### config.mk
export PLATFORM = sky130hd
export DESIGN_NAME = websocket_frame_deframer_unit
export DESIGN_NICKNAME = d
export VERILOG_FILES = /design/src/sv/wsd_pkg.sv /design/src/sv/wsd_parser.sv /design/src/sv/websocket_frame_deframer_unit.sv
export VERILOG_INCLUDE_DIRS = /design/src /design/src/sv
export SDC_FILE = /design/constraint.sdc
export NUM_CORES = 1
export LEC_CHECK = 0
export BUFFER_PORTS_ARGS = -buffer_cell sky130_fd_sc_hd__clkbuf_2
export CAP_MARGIN = 10
export CORE_MARGIN = 3
export CORE_UTILIZATION = 54
export DETAILED_ROUTE_END_ITERATION = 10
export MAX_ROUTING_LAYER = met4
export PLACE_DENSITY = 0.71
export SYNTH_ARGS = -nofsm -noshare
export SYNTH_HDL_FRONTEND = slang
export SYNTH_SLANG_ARGS = --single-unit
### constraint.sdc
create_clock -name clk -period 6.65 [get_ports clk]
set_input_delay 0.665 -clock clk [delete_from_list [all_inputs] [get_ports clk]]
set_output_delay 0.665 -clock clk [all_outputs]
set_load 0.05 [all_outputs]
### src/sv/websocket_frame_deframer_unit_defines.svh
// Assertion macros for the WebSocket deframer.
// Each macro expects a signal named clk and a signal named rst in scope.
`ifndef WEBSOCKET_FRAME_DEFRAMER_UNIT_DEFINES_SVH
`define WEBSOCKET_FRAME_DEFRAMER_UNIT_DEFINES_SVH

`ifndef SYNTHESIS
`define WSD_ASSERT_ALWAYS(lbl, expr) \
  lbl: assert property (@(posedge clk) disable iff (rst) (expr)) \
    else $error("wsd check failed");
`define WSD_ASSERT_IMPLY(lbl, ante, cons) \
  lbl: assert property (@(posedge clk) disable iff (rst) (ante) |-> (cons)) \
    else $error("wsd check failed");
`else
`define WSD_ASSERT_ALWAYS(lbl, expr)
`define WSD_ASSERT_IMPLY(lbl, ante, cons)
`endif

`endif

### src/sv/wsd_pkg.sv
`default_nettype none
package wsd_pkg;

  typedef enum logic [2:0] {
    PH_HDR0  = 3'd0,
    PH_HDR1  = 3'd1,
    PH_LEN16 = 3'd2,
    PH_LEN64 = 3'd3,
    PH_KEY   = 3'd4,
    PH_BODY  = 3'd5
  } phase_t;

  typedef enum logic [2:0] {
    EV_NONE    = 3'd0,
    EV_MSG_END = 3'd1,
    EV_PING    = 3'd2,
    EV_PONG    = 3'd3,
    EV_CLOSE   = 3'd4,
    EV_UNKNOWN = 3'd5
  } event_t;

  localparam logic [3:0] OP_CONT   = 4'h0;
  localparam logic [3:0] OP_TEXT   = 4'h1;
  localparam logic [3:0] OP_BINARY = 4'h2;
  localparam logic [3:0] OP_CLOSE  = 4'h8;
  localparam logic [3:0] OP_PING   = 4'h9;
  localparam logic [3:0] OP_PONG   = 4'hA;

  localparam logic [6:0] LEN7_EXT16 = 7'd126;
  localparam logic [6:0] LEN7_EXT64 = 7'd127;

  // Last field byte index for each multi-byte header field
  localparam logic [2:0] LAST_LEN16 = 3'd1;
  localparam logic [2:0] LAST_LEN64 = 3'd7;
  localparam logic [2:0] LAST_KEY   = 3'd3;

  typedef struct packed {
    logic [7:0] data_byte;
    logic       data_valid;
    logic [3:0] message_type;
    logic       frame_end;
    event_t     event_code;
  } wsd_result_t;

endpackage
`default_nettype wire

### src/sv/wsd_parser.sv
`default_nettype none
module wsd_parser
  import wsd_pkg::*;
#(
  parameter int LENGTH_BITS = 63
) (
  input  wire logic        clk,
  input  wire logic        rst,
  input  wire logic        step,
  input  wire logic [7:0]  in_byte,
  output wsd_result_t      res,
  output logic             res_fire
);

  phase_t                  phase, phase_next;
  logic [2:0]              fcount, fcount_next;
  logic [LENGTH_BITS-1:0]  rlen, rlen_next;
  logic [31:0]             key, key_next;
  logic                    key_present, key_present_next;
  logic [1:0]              key_pos, key_pos_next;
  logic                    frame_final, frame_final_next;
  logic [3:0]              frame_opcode, frame_opcode_next;
  logic [3:0]              msg_opcode, msg_opcode_next;

  logic                    len_done;
  logic                    body_start;
  logic                    close;
  logic                    dv;
  logic [7:0]              d;
  logic [7:0]              key_byte;
  logic [6:0]              len7;
  event_t                  ev;

  assign len7 = in_byte[6:0];

  always_comb begin
    unique case (key_pos)
      2'd0: key_byte = key[31:24];
      2'd1: key_byte = key[23:16];
      2'd2: key_byte = key[15:8];
      2'd3: key_byte = key[7:0];
      default: key_byte = key[7:0];
    endcase
  end

  // Next-state logic: one header or payload byte per step
  always_comb begin
    phase_next        = phase;
    fcount_next       = fcount;
    rlen_next         = rlen;
    key_next          = key;
    key_present_next  = key_present;
    key_pos_next      = key_pos;
    frame_final_next  = frame_final;
    frame_opcode_next = frame_opcode;
    msg_opcode_next   = msg_opcode;
    len_done          = 1'b0;
    body_start        = 1'b0;
    close             = 1'b0;
    dv                = 1'b0;
    d                 = 8'd0;

    unique case (phase)
      PH_HDR1: begin
        key_present_next = in_byte[7];
        fcount_next      = 3'd0;
        key_next         = 32'd0;
        key_pos_next     = 2'd0;
        rlen_next        = '0;
        if (len7 == LEN7_EXT16) begin
          phase_next = PH_LEN16;
        end else if (len7 == LEN7_EXT64) begin
          phase_next = PH_LEN64;
        end else begin
          rlen_next = LENGTH_BITS'(len7);
          len_done  = 1'b1;
        end
      end
      PH_LEN16, PH_LEN64: begin
        rlen_next = {rlen[LENGTH_BITS-9:0], in_byte};
        if (fcount >= ((phase == PH_LEN16) ? LAST_LEN16 : LAST_LEN64)) begin
          len_done = 1'b1;
        end else begin
          fcount_next = fcount + 3'd1;
        end
      end
      PH_KEY: begin
        key_next = {key[23:0], in_byte};
        if (fcount >= LAST_KEY) begin
          fcount_next = 3'd0;
          body_start  = 1'b1;
        end else begin
          fcount_next = fcount + 3'd1;
        end
      end
      PH_BODY: begin
        if (!frame_opcode[3]) begin
          d  = key_present ? (in_byte ^ key_byte) : in_byte;
          dv = 1'b1;
        end
        key_pos_next = key_pos + 2'd1;
        rlen_next    = rlen - LENGTH_BITS'(1);
        close        = (rlen_next == '0);
      end
      default: begin
        frame_final_next  = in_byte[7];
        frame_opcode_next = in_byte[3:0];
        if (in_byte[3:0] != OP_CONT && !in_byte[3]) begin
          msg_opcode_next = in_byte[3:0];
        end
        phase_next = PH_HDR1;
      end
    endcase

    if (len_done) begin
      fcount_next = 3'd0;
      if (key_present_next) begin
        phase_next = PH_KEY;
      end else begin
        body_start = 1'b1;
      end
    end

    if (body_start) begin
      key_pos_next = 2'd0;
      if (rlen_next == '0) begin
        close = 1'b1;
      end else begin
        phase_next = PH_BODY;
      end
    end

    if (close) begin
      phase_next = PH_HDR0;
    end
  end

  // Event reported when a final frame completes
  always_comb begin
    ev = EV_NONE;
    if (close && frame_final) begin
      if (frame_opcode[3]) begin
        unique case (frame_opcode)
          OP_CLOSE: ev = EV_CLOSE;
          OP_PING:  ev = EV_PING;
          OP_PONG:  ev = EV_PONG;
          default:  ev = EV_UNKNOWN;
        endcase
      end else begin
        ev = (msg_opcode == OP_TEXT || msg_opcode == OP_BINARY) ? EV_MSG_END : EV_UNKNOWN;
      end
    end
  end

  assign res.data_byte    = d;
  assign res.data_valid   = dv;
  assign res.message_type = msg_opcode;
  assign res.frame_end    = close;
  assign res.event_code   = ev;
  assign res_fire         = dv | close;

  always_ff @(posedge clk) begin
    if (rst) begin
      phase        <= PH_HDR0;
      fcount       <= 3'd0;
      rlen         <= '0;
      key          <= 32'd0;
      key_present  <= 1'b0;
      key_pos      <= 2'd0;
      frame_final  <= 1'b0;
      frame_opcode <= 4'd0;
      msg_opcode   <= 4'd0;
    end else if (step) begin
      phase        <= phase_next;
      fcount       <= fcount_next;
      rlen         <= rlen_next;
      key          <= key_next;
      key_present  <= key_present_next;
      key_pos      <= key_pos_next;
      frame_final  <= frame_final_next;
      frame_opcode <= frame_opcode_next;
      msg_opcode   <= msg_opcode_next;
    end
  end

endmodule
`default_nettype wire

### src/sv/websocket_frame_deframer_unit.sv
// WebSocket (RFC 6455) receive-side deframer. Feed the TCP byte stream one
// item per cycle on the s_ side; the block parses each frame header (FIN,
// opcode, mask bit, 7/16/63-bit length, optional 4-byte masking key), unmasks
// payload bytes of data frames and passes them out at once, and drops the
// payload of control frames. One output item appears for every payload byte
// of a data frame and for every byte that completes a frame (tlast high); a
// final frame also carries an event code in tuser. A continuation frame keeps
// the opcode of the message's first frame. The block sustains one input item
// per clock: the parser state updates in a single pass per byte, and one
// output register holds the result. s_tready stays high while that register
// is empty or being drained, so the input side only stalls when the output
// side does. No clearing pass is needed after reset.
`default_nettype none
`include "websocket_frame_deframer_unit_defines.svh"
module websocket_frame_deframer_unit
  import wsd_pkg::*;
#(
  parameter int LENGTH_BITS = 63
) (
  input  wire logic       clk,
  input  wire logic       rst,
  // input stream
  input  wire logic       s_tvalid,
  output logic            s_tready,
  input  wire logic [7:0] s_tdata,   // [7:0] in_byte
  // output stream
  output logic            m_tvalid,
  input  wire logic       m_tready,
  output logic [7:0]      m_tdata,   // [7:0] data_byte
  output logic            m_tlast,   // frame_end
  output logic [7:0]      m_tuser    // [0] data_valid, [4:1] message_type, [7:5] event_code
);

  logic        step;
  logic        res_fire;
  wsd_result_t res;
  wsd_result_t res_q;

  // Take a new item whenever the output register is empty or drains this cycle
  assign s_tready = !m_tvalid || m_tready;
  assign step     = s_tvalid && s_tready;

  wsd_parser #(
    .LENGTH_BITS (LENGTH_BITS)
  ) u_parser (
    .clk      (clk),
    .rst      (rst),
    .step     (step),
    .in_byte  (s_tdata),
    .res      (res),
    .res_fire (res_fire)
  );

  // Output register: load on a producing item, clear valid once taken
  always_ff @(posedge clk) begin
    if (rst) begin
      m_tvalid <= 1'b0;
    end else if (step) begin
      m_tvalid <= res_fire;
    end else if (m_tready) begin
      m_tvalid <= 1'b0;
    end
  end

  always_ff @(posedge clk) begin
    if (step && res_fire) begin
      res_q <= res;
    end
  end

  assign m_tdata = res_q.data_byte;
  assign m_tlast = res_q.frame_end;
  assign m_tuser = {res_q.event_code, res_q.message_type, res_q.data_valid};

  // An event only ever accompanies the end of a frame
  `WSD_ASSERT_IMPLY(a_event_on_end, m_tvalid && (m_tuser[7:5] != EV_NONE), m_tlast)
  // Every output item carries a payload byte or closes a frame
  `WSD_ASSERT_IMPLY(a_item_has_content, m_tvalid, m_tuser[0] || m_tlast)
  // Data lane is zero when no payload byte is carried
  `WSD_ASSERT_IMPLY(a_idle_data_zero, m_tvalid && !m_tuser[0], m_tdata == 8'd0)

endmodule
`default_nettype wire
==> flow_metrics.tcl <==
set metrics [dict create \
    antenna_found_initial 0 \
    via_per_inst 6.96 \
    yosysTopAreaCell "dfxtp_1" \
    cts_tree "yes" \
    slew_headroom_pct 22.1 \
    cts_resized 0 \
    clock-sinks 131 \
    setup_viol 0 \
    synth-edff-count 17 \
    grt_max_degree 85 \
    grt_pass1_vias 8834 \
    worstPathRequired_ns 6.77 \
    routed_wl_um 32600 \
    path_max_fanout 17 \
    stdcell_count 1421 \
    clock_latency_ns 0.44 \
    synthTopCellsByArea "dfxtp_1, nor2_1, edfxtp_1" \
    yosysUniqueCellTypes 78 \
    finClkSkew_ns 0.0112 \
    syn_area_per_cell_um2 7.45 \
    first_iter_violations 1317 \
    peakVddDrop_uv 190 \
    dr_total_vias 9893 \
    dr.pass1.iters 9 \
    p_per_area_nw_per_um2 238 \
    grt_pass1_wl_um 50600 \
    ys_seq_area_share_pct 30.0 \
    max_cap_violations 0 \
    synth_top_area_share_pct 24.5 \
    syn-num-nets 1272 \
    crit_type "reg2reg" \
    hold_viol_final 0 \
    hpwl_um 22000 \
    ant_nets 0 \
    die_area_um2 18800 \
    place_congestion 1.05 \
    synthCells 1250 \
    clockBufferDepth 2 \
    overflow 0 \
    design.core.area_um2 16700 \
    wl_met2_um 14000 \
    cp.arrival_ns 5.17 \
    maxSlewViolCount 0 \
    placementRows 47 \
    worst_pin_slew_ns 1.16 \
    synthArstFlopShare_pct 0 \
    ios 31 \
    root_buffer "clkbuf_16" \
    fin_nets 1210 \
    synthFlopType "dfxtp_1" \
    top_layer "met4" \
    die_y_um 137 \
    cts_max_level 4 \
    wl_per_cell_um 22.9 \
    outcome "finished, final reports clean" \
    ys_warn_count 0 \
    rsz0062_at_grt "false" \
    cp-end-kind "flip-flop" \
    m1WireLength_um 13400 \
    diodes 0 \
    ys_ff_latch 131 \
    portBuffers 30 \
    die_w_um 137 \
    p_leak_nw 3.50 \
    fmax_ghz 0.198 \
    initial_utilization_pct 55.7 \
    layout-drive-gt1-share_pct 11.2 \
    track_usage_pct 35.5 \
    synth_area_um2 9310 \
    fin_crit_sh_pct 75.8 \
    dp_cells 1388 \
    cts_setup_buffers 0 \
    yosysMostFrequentCell "nor2_1" \
    period_needed_ns 5.04 \
    min_path_type "reg2reg" \
    dr_wl_met3_um 3880 \
    path_clk_slew_ns 0.07 \
    start_kind "flip-flop" \
    syn_to_final_growth_pct 7.20 \
    ctsHoldBuffers 0 \
    tns_ns 0 \
    cts_inserted_buffers 17 \
    synth_common_cells "nor2_1, nand2_1, dfxtp_1" \
    drc 0 \
]
-- per-stage QoR --
| stage | utilization (%) | hold slack [ns] | power [mW] | setup WS (ns) | cell area (um^2) |
|---|---|---|---|---|---|
| floorplan | - | 0.424 | 1.26 | 1.55 | 9310 |
| global placement | 56.1 | 0.451 | 1.40 | 1.87 | 9370 |
| detailed placement | 56.1 | 0.458 | 1.40 | 1.79 | 9370 |
| CTS | 59.7 | 0.475 | 2.36 | 1.81 | 9960 |
| global route | 59.8 | 0.496 | 2.46 | 1.43 | 9980 |
| finish | 59.8 | 0.480 | 2.38 | 1.61 | 9980 |
-- cell usage in the layout (no fill, tap or decap), drive strengths merged, types with 18 or more instances in the layout --
master	n
nor3	64
nor4	35
a21oi	57
a211oi	32
nand3	28
o21ai	45
inv	26
a22oi	51
nor2	215
or3	21
or4	18
clkbuf	46
buf	20
mux2i	42
xnor2	23
dfxtp	114
nand2	116
xor2	21
nand4	26
-- flip-flops by register name (all words and copies together), names as in the netlist, 2 cells and up --
register and count:
u_parser.frame_opcode 4, u_parser.msg_opcode 4, u_parser.key 32, u_parser.key_pos 2, u_parser.phase 3, u_parser.rlen 63
m_tdata 8, m_tuser 8, u_parser.fcount 3
-- power breakdown --
| group | switching [mW] | internal, mW | total (mW) |
|---|---|---|---|
| combinational | 0.330 | 0.171 | 0.501 |
| clock | 0.428 | 0.534 | 0.962 |
| sequential | 0.0815 | 0.830 | 0.912 |
-- critical path, cell delays in order (launching register included) --
cell      delay (ns)
dfxtp_1         0.43
nor3_1          0.51
nand4_1         0.58
nor3_2          0.90
nand3_1         0.29
nand3_1         0.16
o311ai_0        0.20
nor4_1          0.52
nand4_1         0.20
o32a_2          0.49
a21oi_1         0.17
buf_4           0.27
-- cell type report --
class	count	area, um^2
Fill cell	1561	6720
Timing Repair Buffer	49	303
Multi-Input combinational cell	972	5950
Tap cell	220	275
Inverter	17	66.3
Sequential cell	131	2800
Clock inverter	15	166
Clock buffer	17	425
-- worst paths after layout --
kind / from / endpoint / slack, ns / cells after the start
setup / recovery: u_parser.rlen[9]$_SDFFE_PP0P_ / m_tuser[5]$_SDFFCE_PN0P_ / 1.61 / 11
hold / removal: u_parser.msg_opcode[2]$_SDFFE_PP0P_ / m_tuser[3]$_DFFE_PP_ / 0.48 / 0
setup reg to reg: u_parser.rlen[9]$_SDFFE_PP0P_ / m_tuser[5]$_SDFFCE_PN0P_ / 1.61 / 11
hold reg to reg: u_parser.msg_opcode[2]$_SDFFE_PP0P_ / m_tuser[3]$_DFFE_PP_ / 0.48 / 0
-- cells by family (layout without fill, tap and decap cells) --
logic type / after synthesis / count (layout) / synth area share [%]
AO/OA/AOI/OAI: 292 / 292 / 22.0
XOR/XNOR: 44 / 44 / 4.14
adder cells (fa/ha/maj): 10 / 10 / 1.34
buffers and inverters: 147 / 98 / 6.18
flip-flops: 131 / 131 / 30.0
multiplexers: 52 / 52 / 5.73
AND/OR/NAND/NOR: 574 / 574 / 30.6
-- layer usage --
metal  track usage, %  vias to the layer above
li1                 -                     4474
met3             8.51                      135
met1             48.9                     4590
met5                -                        -
met2             49.3                      694
met4             15.2                        0
Power figures use the tool's default switching activity.
